===== config.mk =====
export PLATFORM = sky130hd
export DESIGN_NAME = glob_name_matcher
export DESIGN_NICKNAME = d
export VERILOG_FILES = /design/src/gnm_pkg.sv /design/src/gnm_cell.sv /design/src/gnm_pattern.sv /design/src/gnm_out_buf.sv /design/src/glob_name_matcher.sv
export SDC_FILE = /design/constraint.sdc
export NUM_CORES = 1
export LEC_CHECK = 0
export ABC_AREA = 0
export BUFFER_PORTS_ARGS = -buffer_cell sky130_fd_sc_hd__buf_2
export CORE_ASPECT_RATIO = 0.7
export CORE_MARGIN = 3
export CORE_UTILIZATION = 25
export CTS_BUF_LIST = sky130_fd_sc_hd__clkbuf_4
export DETAILED_ROUTE_END_ITERATION = 16
export PLACE_DENSITY = 0.49
export SYNTH_ARGS = -nofsm -noshare
export SYNTH_HDL_FRONTEND = slang
export SYNTH_SLANG_ARGS = --single-unit

===== constraint.sdc =====
create_clock -name clk_i -period 4 [get_ports clk_i]
set_clock_uncertainty 0.05 [all_clocks]
set_input_delay 0.4 -clock clk_i [delete_from_list [all_inputs] [get_ports clk_i]]
set_output_delay 0.4 -clock clk_i [all_outputs]
set_load 0.005 [all_outputs]

===== src/gnm_pkg.sv =====
package gnm_pkg;

  // Pattern storage fixed by the configuration registers
  localparam int unsigned PAT_STORE = 16;

  localparam int unsigned CFG_IDX_W  = 2;
  localparam int unsigned CFG_DATA_W = 64;
  localparam int unsigned PAT_LEN_W  = 5;

  localparam logic [CFG_IDX_W-1:0] CFG_PAT_LOW  = 2'd0;
  localparam logic [CFG_IDX_W-1:0] CFG_PAT_HIGH = 2'd1;
  localparam logic [CFG_IDX_W-1:0] CFG_PAT_LEN  = 2'd2;

  localparam logic [7:0] CHAR_NUL   = 8'h00;
  localparam logic [7:0] CHAR_STAR  = 8'h2A;
  localparam logic [7:0] CHAR_ANY   = 8'h3F;
  localparam logic [7:0] CHAR_SPACE = 8'h20;
  localparam logic [7:0] CHAR_TAB   = 8'h09;
  localparam logic [7:0] CHAR_UP_A  = 8'h41;
  localparam logic [7:0] CHAR_UP_Z  = 8'h5A;
  localparam logic [7:0] CASE_GAP   = 8'h20;

  // Per-position pattern info, derived from the configuration registers
  typedef struct packed {
    logic [7:0] fold_char;
    logic       star;
    logic       any;
    logic       used;
  } pat_cell_t;

  // Broadcast to every cell for the current transaction
  typedef struct packed {
    logic [7:0] ch_fold;
    logic       accept;
    logic       do_step;
    logic       save;
    logic       rearm;
  } step_ctl_t;

  // Handed from one cell to the next
  typedef struct packed {
    logic step;
    logic close;
    logic init;
  } link_t;

  function automatic logic [7:0] fold_case(input logic [7:0] c);
    logic [7:0] r;
    r = c;
    if (c >= CHAR_UP_A && c <= CHAR_UP_Z) begin
      r = c + CASE_GAP;
    end
    return r;
  endfunction

  function automatic logic is_blank(input logic [7:0] c);
    return (c == CHAR_SPACE) || (c == CHAR_TAB);
  endfunction

endpackage


===== src/gnm_cell.sv =====
module gnm_cell (
  input  logic                clk_i,
  input  logic                rst_ni,
  input  gnm_pkg::pat_cell_t  info_i,
  input  gnm_pkg::step_ctl_t  ctl_i,
  input  gnm_pkg::link_t      link_i,
  output gnm_pkg::link_t      link_o,
  output logic                saved_next_o
);

  logic act_q, act_d;
  logic sav_q, sav_d;
  logic act_cur, sav_cur;
  logic reach;
  logic hit;

  // After a re-arm the position holds the start closure, not the stored bit
  assign act_cur = ctl_i.rearm ? link_i.init : act_q;
  assign sav_cur = ctl_i.rearm ? link_i.init : sav_q;

  assign hit = info_i.any || (info_i.fold_char == ctl_i.ch_fold);

  // Reached by a step from the left, by star closure, or by staying on a star
  assign reach = link_i.step | link_i.close | (act_cur & info_i.used & info_i.star);

  assign link_o.step  = act_cur & info_i.used & ~info_i.star & hit;
  assign link_o.close = reach & info_i.used & info_i.star;
  assign link_o.init  = link_i.init & info_i.used & info_i.star;

  assign act_d = ctl_i.do_step ? reach : act_cur;
  assign sav_d = ctl_i.save ? reach : sav_cur;

  assign saved_next_o = sav_d;

  always_ff @(posedge clk_i or negedge rst_ni) begin
    if (!rst_ni) begin
      act_q <= 1'b0;
      sav_q <= 1'b0;
    end else if (ctl_i.accept) begin
      act_q <= act_d;
      sav_q <= sav_d;
    end
  end

endmodule


===== src/gnm_pattern.sv =====
module gnm_pattern #(
  parameter int unsigned CELLS = 16
) (
  input  logic                                 clk_i,
  input  logic                                 rst_ni,
  input  logic                                 cfg_we_i,
  input  logic [gnm_pkg::CFG_IDX_W-1:0]        cfg_index_i,
  input  logic [gnm_pkg::CFG_DATA_W-1:0]       cfg_data_i,
  output gnm_pkg::pat_cell_t [CELLS-1:0]       info_o,
  output logic [CELLS:0]                       end_sel_o,
  output logic                                 rearm_req_o,
  output logic                                 busy_o
);

  logic [gnm_pkg::CFG_DATA_W-1:0]  pat_low_q;
  logic [gnm_pkg::CFG_DATA_W-1:0]  pat_high_q;
  logic [gnm_pkg::PAT_LEN_W-1:0]   pat_len_q;
  logic [2*gnm_pkg::CFG_DATA_W-1:0] pat_all;
  logic                             hit_reg;
  logic                             pend_q;

  logic [CELLS-1:0] in_prefix;
  logic [CELLS-1:0] keep;
  logic [CELLS-1:0] used;
  logic [CELLS:0]   end_sel_d;
  gnm_pkg::pat_cell_t [CELLS-1:0] info_d;
  gnm_pkg::pat_cell_t [CELLS-1:0] info_q;
  logic [CELLS:0]   end_sel_q;

  assign pat_all = {pat_high_q, pat_low_q};

  assign hit_reg = cfg_we_i && (cfg_index_i == gnm_pkg::CFG_PAT_LOW ||
                                cfg_index_i == gnm_pkg::CFG_PAT_HIGH ||
                                cfg_index_i == gnm_pkg::CFG_PAT_LEN);

  always_ff @(posedge clk_i or negedge rst_ni) begin
    if (!rst_ni) begin
      pat_low_q  <= '0;
      pat_high_q <= '0;
      pat_len_q  <= '0;
      pend_q     <= 1'b0;
    end else begin
      pend_q <= hit_reg;
      if (cfg_we_i) begin
        unique case (cfg_index_i)
          gnm_pkg::CFG_PAT_LOW:  pat_low_q  <= cfg_data_i;
          gnm_pkg::CFG_PAT_HIGH: pat_high_q <= cfg_data_i;
          gnm_pkg::CFG_PAT_LEN:  pat_len_q  <= cfg_data_i[gnm_pkg::PAT_LEN_W-1:0];
          default: ;
        endcase
      end
    end
  end

  // Positions before the length limit and before the first NUL
  always_comb begin
    logic run;
    run = 1'b1;
    for (int i = 0; i < CELLS; i++) begin
      run = run && (pat_all[8*i +: 8] != gnm_pkg::CHAR_NUL) &&
            (gnm_pkg::PAT_LEN_W'(i) < pat_len_q);
      in_prefix[i] = run;
      keep[i] = run && !gnm_pkg::is_blank(pat_all[8*i +: 8]);
    end
  end

  // A position is in use if some kept character lies at or after it (trailing trim)
  always_comb begin
    logic any_keep;
    any_keep = 1'b0;
    for (int i = CELLS - 1; i >= 0; i--) begin
      any_keep = any_keep || keep[i];
      used[i] = any_keep;
    end
  end

  always_comb begin
    end_sel_d[0] = 1'b0;
    for (int j = 1; j < CELLS; j++) begin
      end_sel_d[j] = used[j-1] && !used[j];
    end
    end_sel_d[CELLS] = used[CELLS-1];
  end

  always_comb begin
    for (int i = 0; i < CELLS; i++) begin
      info_d[i].fold_char = gnm_pkg::fold_case(pat_all[8*i +: 8]);
      info_d[i].star      = (pat_all[8*i +: 8] == gnm_pkg::CHAR_STAR);
      info_d[i].any       = (pat_all[8*i +: 8] == gnm_pkg::CHAR_ANY);
      info_d[i].used      = used[i] && in_prefix[i];
    end
  end

  always_ff @(posedge clk_i or negedge rst_ni) begin
    if (!rst_ni) begin
      info_q    <= '0;
      end_sel_q <= '0;
    end else begin
      info_q    <= info_d;
      end_sel_q <= end_sel_d;
    end
  end

  assign info_o      = info_q;
  assign end_sel_o   = end_sel_q;
  assign rearm_req_o = hit_reg;
  assign busy_o      = pend_q;

endmodule


===== src/gnm_out_buf.sv =====
module gnm_out_buf (
  input  logic clk_i,
  input  logic rst_ni,
  input  logic push_i,
  input  logic push_matched_i,
  output logic full_o,
  output logic out_valid_o,
  input  logic out_stall_i,
  output logic out_matched_o
);

  logic main_valid_q, main_data_q;
  logic skid_valid_q, skid_data_q;
  logic pop;

  assign pop = main_valid_q && !out_stall_i;

  always_ff @(posedge clk_i or negedge rst_ni) begin
    if (!rst_ni) begin
      main_valid_q <= 1'b0;
      skid_valid_q <= 1'b0;
    end else begin
      priority if (pop && skid_valid_q) begin
        main_valid_q <= 1'b1;
        skid_valid_q <= push_i;
      end else if (pop || !main_valid_q) begin
        main_valid_q <= push_i;
      end else if (push_i) begin
        // hold the stalled transaction, park the new one
        skid_valid_q <= 1'b1;
      end
    end
  end

  always_ff @(posedge clk_i) begin
    priority if (pop && skid_valid_q) begin
      main_data_q <= skid_data_q;
      skid_data_q <= push_matched_i;
    end else if (pop || !main_valid_q) begin
      main_data_q <= push_matched_i;
    end else if (push_i) begin
      skid_data_q <= push_matched_i;
    end
  end

  assign full_o        = skid_valid_q;
  assign out_valid_o   = main_valid_q;
  assign out_matched_o = main_data_q;

endmodule


===== src/glob_name_matcher.sv =====
// Glob name matcher. Name bytes stream in one per transaction on in_ch_i, with
// in_last_i marking the final byte; that transaction yields one result whose
// out_matched_o tells whether the name matches the pattern written through the
// configuration port ('*' any run, '?' any one byte, A-Z folded to a-z, trailing
// spaces and tabs ignored on both sides, a NUL ends the name, bytes past NAME_MAX
// ignored, an empty pattern never matches). One byte is taken every cycle while
// in_stall_o is low: a row of one cell per pattern position updates its active
// bit as each byte is taken, the star closure rippling along the row. The result
// is pushed into a two-entry output buffer when the last byte is taken, which keeps
// input flowing while the result waits. After a write to a pattern register (low,
// high or length) the input stalls while the per-position pattern info is rebuilt;
// such a write also restarts the current name.
module glob_name_matcher #(
  parameter int unsigned PATTERN_MAX = 16,
  parameter int unsigned NAME_MAX    = 63
) (
  input  logic                             clk_i,
  input  logic                             rst_ni,
  input  logic                             cfg_we_i,
  input  logic [gnm_pkg::CFG_IDX_W-1:0]    cfg_index_i,
  input  logic [gnm_pkg::CFG_DATA_W-1:0]   cfg_data_i,
  input  logic                             in_valid_i,
  output logic                             in_stall_o,
  input  logic [7:0]                       in_ch_i,
  input  logic                             in_last_i,
  output logic                             out_valid_o,
  input  logic                             out_stall_i,
  output logic                             out_matched_o
);

  localparam int unsigned CELLS =
      (PATTERN_MAX < gnm_pkg::PAT_STORE) ? PATTERN_MAX : gnm_pkg::PAT_STORE;
  localparam int unsigned CNT_W = $clog2(NAME_MAX + 1);

  gnm_pkg::pat_cell_t [CELLS-1:0] info;
  logic [CELLS:0]                 end_sel;
  logic                           rearm_req;
  logic                           cfg_busy;
  logic                           buf_full;

  gnm_pkg::step_ctl_t ctl;
  gnm_pkg::link_t     links [CELLS+2];
  logic [CELLS:0]     saved_next;

  logic             rearm_q;
  logic             ended_q, ended_d, ended_cur;
  logic [CNT_W-1:0] count_q, count_d, count_cur;
  logic             accept;
  logic             matched;

  gnm_pattern #(
    .CELLS (CELLS)
  ) u_pattern (
    .clk_i       (clk_i),
    .rst_ni      (rst_ni),
    .cfg_we_i    (cfg_we_i),
    .cfg_index_i (cfg_index_i),
    .cfg_data_i  (cfg_data_i),
    .info_o      (info),
    .end_sel_o   (end_sel),
    .rearm_req_o (rearm_req),
    .busy_o      (cfg_busy)
  );

  assign in_stall_o = buf_full | cfg_busy;
  assign accept     = in_valid_i & ~in_stall_o;

  assign ended_cur = ~rearm_q & ended_q;
  assign count_cur = rearm_q ? '0 : count_q;

  assign ctl.accept  = accept;
  assign ctl.rearm   = rearm_q;
  assign ctl.ch_fold = gnm_pkg::fold_case(in_ch_i);
  assign ctl.do_step = accept && !ended_cur && (in_ch_i != gnm_pkg::CHAR_NUL) &&
                       (count_cur < CNT_W'(NAME_MAX));
  assign ctl.save    = ctl.do_step && !gnm_pkg::is_blank(in_ch_i);

  assign ended_d = ended_cur | (in_ch_i == gnm_pkg::CHAR_NUL);
  assign count_d = count_cur + CNT_W'(ctl.do_step);

  // Position 0 is always in the start set
  assign links[0].step  = 1'b0;
  assign links[0].close = 1'b0;
  assign links[0].init  = 1'b1;

  for (genvar i = 0; i <= CELLS; i++) begin : g_cell
    gnm_pkg::pat_cell_t cell_info;
    if (i < CELLS) begin : g_pat
      assign cell_info = info[i];
    end else begin : g_tail
      // final position has no pattern character
      assign cell_info = '0;
    end
    gnm_cell u_cell (
      .clk_i        (clk_i),
      .rst_ni       (rst_ni),
      .info_i       (cell_info),
      .ctl_i        (ctl),
      .link_i       (links[i]),
      .link_o       (links[i+1]),
      .saved_next_o (saved_next[i])
    );
  end

  assign matched = |(saved_next & end_sel);

  always_ff @(posedge clk_i or negedge rst_ni) begin
    if (!rst_ni) begin
      rearm_q <= 1'b1;
      ended_q <= 1'b0;
      count_q <= '0;
    end else begin
      if (accept) begin
        ended_q <= ended_d;
        count_q <= count_d;
      end
      if (rearm_req || (accept && in_last_i)) begin
        rearm_q <= 1'b1;
      end else if (accept) begin
        rearm_q <= 1'b0;
      end
    end
  end

  gnm_out_buf u_out_buf (
    .clk_i          (clk_i),
    .rst_ni         (rst_ni),
    .push_i         (accept & in_last_i),
    .push_matched_i (matched),
    .full_o         (buf_full),
    .out_valid_o    (out_valid_o),
    .out_stall_i    (out_stall_i),
    .out_matched_o  (out_matched_o)
  );

endmodule

---- Word level (Yosys, flattened, before mapping) ----
Cells that the tools add are included.
operators by class
  $add $sub $neg .......................... 18
  multiply operators ...................... 0
  div/mod/pow operators ................... 0
  $lt $le $gt $ge ......................... 51
  eq/ne operators ......................... 85
  shifts and indexed selects .............. 0
  mux-type cells .......................... 96
  bitwise gates (word level) .............. 182
  reduce and logical (&&, ||, !) cells .... 217
operators by type and width
  cell                 number
  $eq 8x6->1 const B   49
  $add 8x6->8 const B  17
  $eq 8x4->1 const B   17
  $ge 8x7->1 const B   17
  $le 8x7->1 const B   17
  $mux 8               17
  $reduce_bool 8->1    17
  $and 1x1->1          130
  $eq 8x8->1           16
  $logic_and 1x1->1    103
  $mux 1               78
  $logic_or 1x1->1     52
  $lt 4x5->1 const A   8
  $logic_not 1->1      35
  $or 1x1->1           33
  $lt 3x5->1 const A   4
  $not 1->1            18
  $and 17x17->17       1
  $reduce_or 17->1     1
  $lt 1x5->1 const A   2
  $lt 2x5->1 const A   2
  $logic_not 8->1      1
  $reduce_and 2->1     4
  $add 6x1->6          1
  7 further kinds      9
word-level totals
  bits in registers ....................... 371
  latch bits .............................. 0
  bits in writable memories ............... 0
  memory bits (read-only) ................. 0
  input bits .............................. 80
  output and inout bits ................... 3
  word-level logic and storage cells ...... 758
  memories ................................ 0

---- Longest topological paths before layout ----
  word-level depth ........................ 73
  gate-level depth with buffers ........... 14
  mapped depth without buffers ............ 12

---- Modules after synthesis ----
A second synthesis with hierarchy kept.
unflattened totals
  cell total of the unflattened synthesis .. 1469
  area, all modules ....................... 17591.9 µm²
modules (own cells, without submodules)
  module             instances  cells an instance  area an instance (µm²)
  gnm_pattern        1          914                12371.9
  gnm_cell           17         27                 256.5
  glob_name_matcher  1          82                 671.9
  gnm_out_buf        1          14                 187.7

---- Worst setup path after synthesis ----
Ideal clock, no wire load.
  path kind ............................... input to register
  start ................................... input in_ch_i[4]
  end ..................................... register u_out_buf.main_data_q, in the netlist u_out_buf.out_matched_o (data pin)
  setup time .............................. 0.154 ns
  arrival ................................. 3.356 ns
  required time ........................... 3.796 ns
  path slack .............................. 0.440 ns
  stages .................................. 12
  buffers on the path ..................... 2
  cell sequence ........................... buf_4 -> and2_1 -> a221oi_4 -> a21o_1 -> buf_6 -> xnor2_1 -> or4_4 -> o31a_1 -> o2111a_1 -> and3_1 -> or4b_4 -> a41oi_2
between the ends
  word-level cells in the longest chain between the ends .. 72
  elaborated cells on any way between the ends .. 143
  those cells by class .................... add/sub (1); order compare (2); eq/ne (18); mux (20); bitwise (78); reduce/logical (24)
ends and longest elaborated chain
  element                                   RTL line                  source
  start, declared                           glob_name_matcher.sv:24   input logic [7:0] in_ch_i,
  $ge 8x7->1 or $le 8x7->1 (tied branches)  gnm_pkg.sv:50             if (c >= CHAR_UP_A && c <= CHAR_UP_Z) begin
  $logic_and 1x1->1                         gnm_pkg.sv:50
  $mux 8                                    gnm_pkg.sv:50
  $eq 8x8->1                                gnm_cell.sv:21            assign hit = info_i.any || (info_i.fold_char == ctl_i.ch_fold);
  $logic_or 1x1->1                          gnm_cell.sv:21
  $and 1x1->1                               gnm_cell.sv:26            assign link_o.step = act_cur & info_i.used & ~info_i.star & hit;
  $or 1x1->1 (2 in series)                  gnm_cell.sv:24            assign reach = link_i.step | link_i.close | (act_cur & info_i.used & info_i.star);
  $and 1x1->1 (2 in series)                 gnm_cell.sv:27            assign link_o.close = reach & info_i.used & info_i.star;
  [52 not listed]                           n/a
  $or 1x1->1 (2 in series)                  gnm_cell.sv:24
  $and 1x1->1 (2 in series)                 gnm_cell.sv:27
  $or 1x1->1                                gnm_cell.sv:24
  $mux 1                                    gnm_cell.sv:31            assign sav_d = ctl_i.save ? reach : sav_cur;
  $and 17x17->17 (*)                        glob_name_matcher.sv:105  assign matched = |(saved_next & end_sel);
  $reduce_or 17->1 (*)                      glob_name_matcher.sv:105
  $mux 1 (*)                                gnm_out_buf.sv:39         end else if (pop || !main_valid_q) begin
  $mux 1 (*)                                gnm_out_buf.sv:36         priority if (pop && skid_valid_q) begin
  end signal, assigned                      gnm_out_buf.sv:37         main_data_q <= skid_data_q;
  end signal, assigned                      gnm_out_buf.sv:40         main_data_q <= push_matched_i;
  end, declared                             gnm_out_buf.sv:12         logic main_valid_q, main_data_q;
Mark *: on every way between the ends. The rest lies on a longest branch, timed or not. The select of a mux whose other input is x is not followed.
A chain may end at the register's enable or synchronous reset.

---- Worst setup path after layout ----
  start ................................... register u_pattern.info_q (netlist bit u_pattern.info_o[11])
  end ..................................... register u_out_buf.main_data_q, in the netlist u_out_buf.out_matched_o (data pin)
between the ends
  word-level cells in the longest chain between the ends .. 67
  elaborated cells on any way between the ends .. 199
  those cells by class .................... mux (47); bitwise (151); reduce/logical (1)
ends and longest elaborated chain
  element                    RTL line                        source
  start, declared            gnm_pattern.sv:27               gnm_pkg::pat_cell_t [CELLS-1:0] info_q;
  start signal, assigned     gnm_pattern.sv:99               info_q <= info_d;
  $and 1x1->1                gnm_cell.sv:24, gnm_cell.sv:26
  $and 1x1->1                gnm_cell.sv:24
  $or 1x1->1                 gnm_cell.sv:24
  $and 1x1->1 (2 in series)  gnm_cell.sv:27
  $or 1x1->1 (2 in series)   gnm_cell.sv:24
  $and 1x1->1 (2 in series)  gnm_cell.sv:27
  $or 1x1->1 (2 in series)   gnm_cell.sv:24
  $and 1x1->1 (2 in series)  gnm_cell.sv:27
  [44 not listed]            n/a
  $or 1x1->1 (2 in series)   gnm_cell.sv:24
  $and 1x1->1 (2 in series)  gnm_cell.sv:27
  $or 1x1->1                 gnm_cell.sv:24
  $mux 1                     gnm_cell.sv:31
  $and 17x17->17 (*)         glob_name_matcher.sv:105
  $reduce_or 17->1 (*)       glob_name_matcher.sv:105
  $mux 1 (*)                 gnm_out_buf.sv:39
  $mux 1 (*)                 gnm_out_buf.sv:36
Marked as above.

==> results by group <==
STA
  – Rel. slew slack: 13.5%
  – Setup tns final: 0 ns
  – Final setup violating endpoints: 0
  – Final Worst Setup Slack: 0.167 ns
  – Achievable clock frequency: 261 MHz
  – Max-slew violation count: 0
  – Unrepaired setup endpoints after global routing: false
  – Final worst path period need: 3.83 ns
  – Measured slew at the worst slew-check pin: 1.29 ns
  – Period Utilization, post-route: 95.8%
  – Final-report hold violation count: 0

Logic synthesis
  – Proportion of netlist area held by the largest area contributor: 51.1%
  – Yosys cell types: 88
  – Sequential share of the synthesized area: 51.6%
  – Adder-cell share of the synthesized area: 1.33%
  – Netlist area before placement: 17900 um^2
  – Post-Syn Instances: 1670
  – Synth Area in Compound Gates: 15.4%
  – Xor/xnor cell area share of the yosys netlist: 5.18%
  – Synth Area in Simple Gates: 16.0%
  – Top flip-flop cell by instance count after synthesis: dfrtp_1
  – Asr flop ratio synth: 99.5%
  – Share of cell area taken by muxes after synthesis: 8.46%
  – Number of flops mapped to enable cells by yosys: 2
  – Library cell with the highest instance count after synthesis: dfrtp_1
  – Top cell types by occurrence after synthesis: 366 x dfrtp_1, 140 x nand2_1, 133 x mux2_2, 115 x nor2_1, 83 x a21oi_1
  – Count of state elements after synthesis: 369
  – Nets in the synthesized netlist: 1769
  – Dominant combinational cell family by area after synthesis: simple AND/OR/NAND/NOR gates
  – Biggest area consumer among synthesized cells: dfrtp_1
  – Leading post-synthesis cells by cell area: dfrtp_1 51%, mux2_2 8.4%, nand2_1 2.9%
  – Syn Area/Cell: 10.7 um^2
  – Synth warnings: 0

Route
  – DR DRC count: 0
  – DR pass1 iterations: 5
  – Via count: 15.3k
  – Antenna Violating Nets Remaining: 0
  – Vias per cell: 5.02
  – DR WL/cell: 21.8 um
  – Final wirelength: 66300 um
  – DRC marker count from the first detailed-route iteration: 1319

Cells and area
  – Layout net count: 2120
  – Share of final-layout standard cells stronger than drive strength 1: 27.3%
  – Synth-to-Final Area Change: 25.6%
  – Filler Cells Inserted: 7253

Clock tree
  – CTS tree: done
  – Latest clock arrival within the worst-skew pair: 0.94 ns
  – Clock sink count: 369
  – Maximum level of the CTS H-tree: 3
  – Clock-pin slew on the worst setup and hold paths: 0.07 ns
  – Number of buffers created by CTS: 98
  – Maximum root-to-sink buffer count: 3
  – Cell at the root of the clock tree: clkbuf_4

Worst hold path
  – Class of the tightest hold or removal check: in -> reg

Floorplan
  – Floorplan die width: 326 um
  – I/O pin count: 83
  – Number of rows created at floorplan: 81
  – Floorplan die height: 230 um
  – Effective utilization at floorplan: 25.5%
  – Placeable Area: 70400 um^2
  – Total Die Area: 75000 um^2

Placement
  – Port bufs: 82
  – Detail Placement HPWL: 50400 um
  – Final weighted congestion in routability-driven placement: 0.963
  – Setup slack after placement: -0.196 ns

Global routing
  – Leftover overflow at the end of global routing: 0
  – Number of global-route vias before repair: 15.4k
  – Met3 usage: 5.45%
  – Highest-utilization routing layer at the global route stage: met1
  – GR Layer Usage met1: 26.5%
  – Routing usage on met2: 24.2%
  – Pin count of the biggest net entering global routing: 115
  – Antenna violations before repair: 6
  – Total routing resource utilization after global routing: 17.7%
  – First-pass GRT wire length: 100000 um

Setup path
  – Worst-path maximum fanout: 6
  – CP startpoint kind: flop
  – Worst EP required: 4.64 ns
  – Endpoint class of the critical path: flop
  – Arrival time at the worst endpoint: 4.47 ns
  – WS Path Type: reg -> reg

Pwr
  – Max IR drop VDD: 231 uV
  – Leakage power: 9.54 nW
  – P per Cell Area: 494 nW/um^2

Job
  – Max-cap check violation count: 0

Run status
  – Status: finished, final reports clean
-- where the power goes --
group | internal [W] | switching (W) | leakage [nW]
logic | 0.00113 | 0.00131 | 4.31
clock network | 0.00161 | 0.00171 | 0.721
registers | 0.00447 | 0.000880 | 4.51
-- cells by family (layout without fill, tap and decap cells) --
logic type               after synthesis  count (layout)
adder cells (fa/ha/maj)               19              19
AND/OR/NAND/NOR                      559             559
other                                  0               3
XOR/XNOR                             106             106
flip-flops                           369             369
AO/OA/AOI/OAI                        391             391
multiplexers                         135             135
buffers and inverters                 91             513
-- path summary, 6_finish.rpt --
check                                       startpoint                  endpoint  slack (ns)  depth (start not counted)
worst max-delay path              u_pattern.info_o[11]   u_out_buf.out_matched_o        0.17                         12
worst min-delay path                    cfg_data_i[15]  u_pattern.pat_high_q[15]        0.21                          3
worst max register to register    u_pattern.info_o[11]   u_out_buf.out_matched_o        0.17                         12
worst min register to register  u_pattern.pat_low_q[4]       u_pattern.info_o[7]        0.39                          0
max in group asynchronous                       rst_ni      u_pattern.info_o[55]        1.55                          4
min in group asynchronous                       rst_ni     u_pattern.info_o[123]        0.59                          3
-- worst max-delay path, stage by stage (launching register included) --
cell and delay (ns):
dfrtp_1 0.43, nand2_1 0.20, or4_1 0.67, a21oi_1 0.21
buf_4 0.14, o2111ai_1 0.14, o31ai_2 0.37, buf_4 0.22
a21oi_1 0.04, nand2b_1 0.20, and3_1 0.21, or4b_4 0.53
a41oi_2 0.17
-- sequential cells by signal (all words and copies together), names as in the netlist --
name,flops
g_cell.u_cell.act_q,16
u_out_buf.out_valid_o,1
u_pattern.pat_low_q,64
u_pattern.end_sel_o,16
ended_q,1
u_pattern.busy_o,1
u_pattern.pat_len_q,5
count_q,6
rearm_q,1
u_pattern.pat_high_q,64
u_out_buf.out_matched_o,1
u_out_buf.skid_data_q,1
g_cell.u_cell.sav_q,16
u_pattern.info_o,175
u_out_buf.full_o,1
-- through the flow --
stage | hold WS, ns | util, % | area, um^2 | total power, W | instances
detailed placement | 0.387 | 29.2 | 20500 | 0.00773 | 2802
global placement | 0.389 | 29.2 | 20500 | 0.00769 | 2802
floorplan | 0.0544 | - | 17900 | 0.00652 | 1670
finish | 0.208 | 32.0 | 22500 | 0.0111 | 3049
CTS | 0.0832 | 31.9 | 22500 | 0.0112 | 3046
global route | 0.132 | 32.0 | 22500 | 0.0118 | 3048
-- layer usage --
metal | vias up | share of wire (%)
met5 | - | 0.017
met4 | 2 | 2.3
met3 | 111 | 8.7
met2 | 613 | 40
met1 | 7653 | 49
li1 | 6926 | -
-- placed cells by master, fill, tap and decap left out, types with 18 or more instances in the layout --
cell type / Yosys / final
clkbuf_4: 0 / 138
a21oi_1: 83 / 82
a21o_1: 30 / 30
or2_2: 22 / 22
nand2b_1: 21 / 21
nand4_1: 28 / 28
dfrtp_1: 366 / 366
nor2_1: 115 / 115
ha_1: 19 / 19
nor3_1: 43 / 43
buf_2: 3 / 81
nor4_1: 31 / 30
inv_1: 34 / 34
xor2_1: 49 / 49
dlygate4sd3_1: 0 / 73
nand3_1: 51 / 51
xnor2_1: 57 / 57
buf_4: 1 / 149
clkinv_1: 0 / 18
o21ai_0: 73 / 72
nand2_1: 140 / 140
mux2_2: 133 / 133
-- timing repair --
item,in CTS,in global routing
pin swaps,0,1
gates cloned,0,0
setup buffers,0,0
gates resized for setup,1,8
endpoints found under the setup margin,2,17
hold endpoints to repair,355,0
hold buffers,73,0
-- cell type report --
type,count,area (um^2),area share (%)
Sequential cell,369,9250,41.1
Multi-Input combinational cell,1210,8390,37.2
Timing Repair Buffer,308,2350,10.4
Tap cell,954,1190,5.30
Clock buffer,138,1040,4.60
Clock inverter,33,171,0.761
Inverter,34,128,0.567
Antenna cell,3,7.51,0.0333
Note: power is estimated with default switching activity, not from simulation.
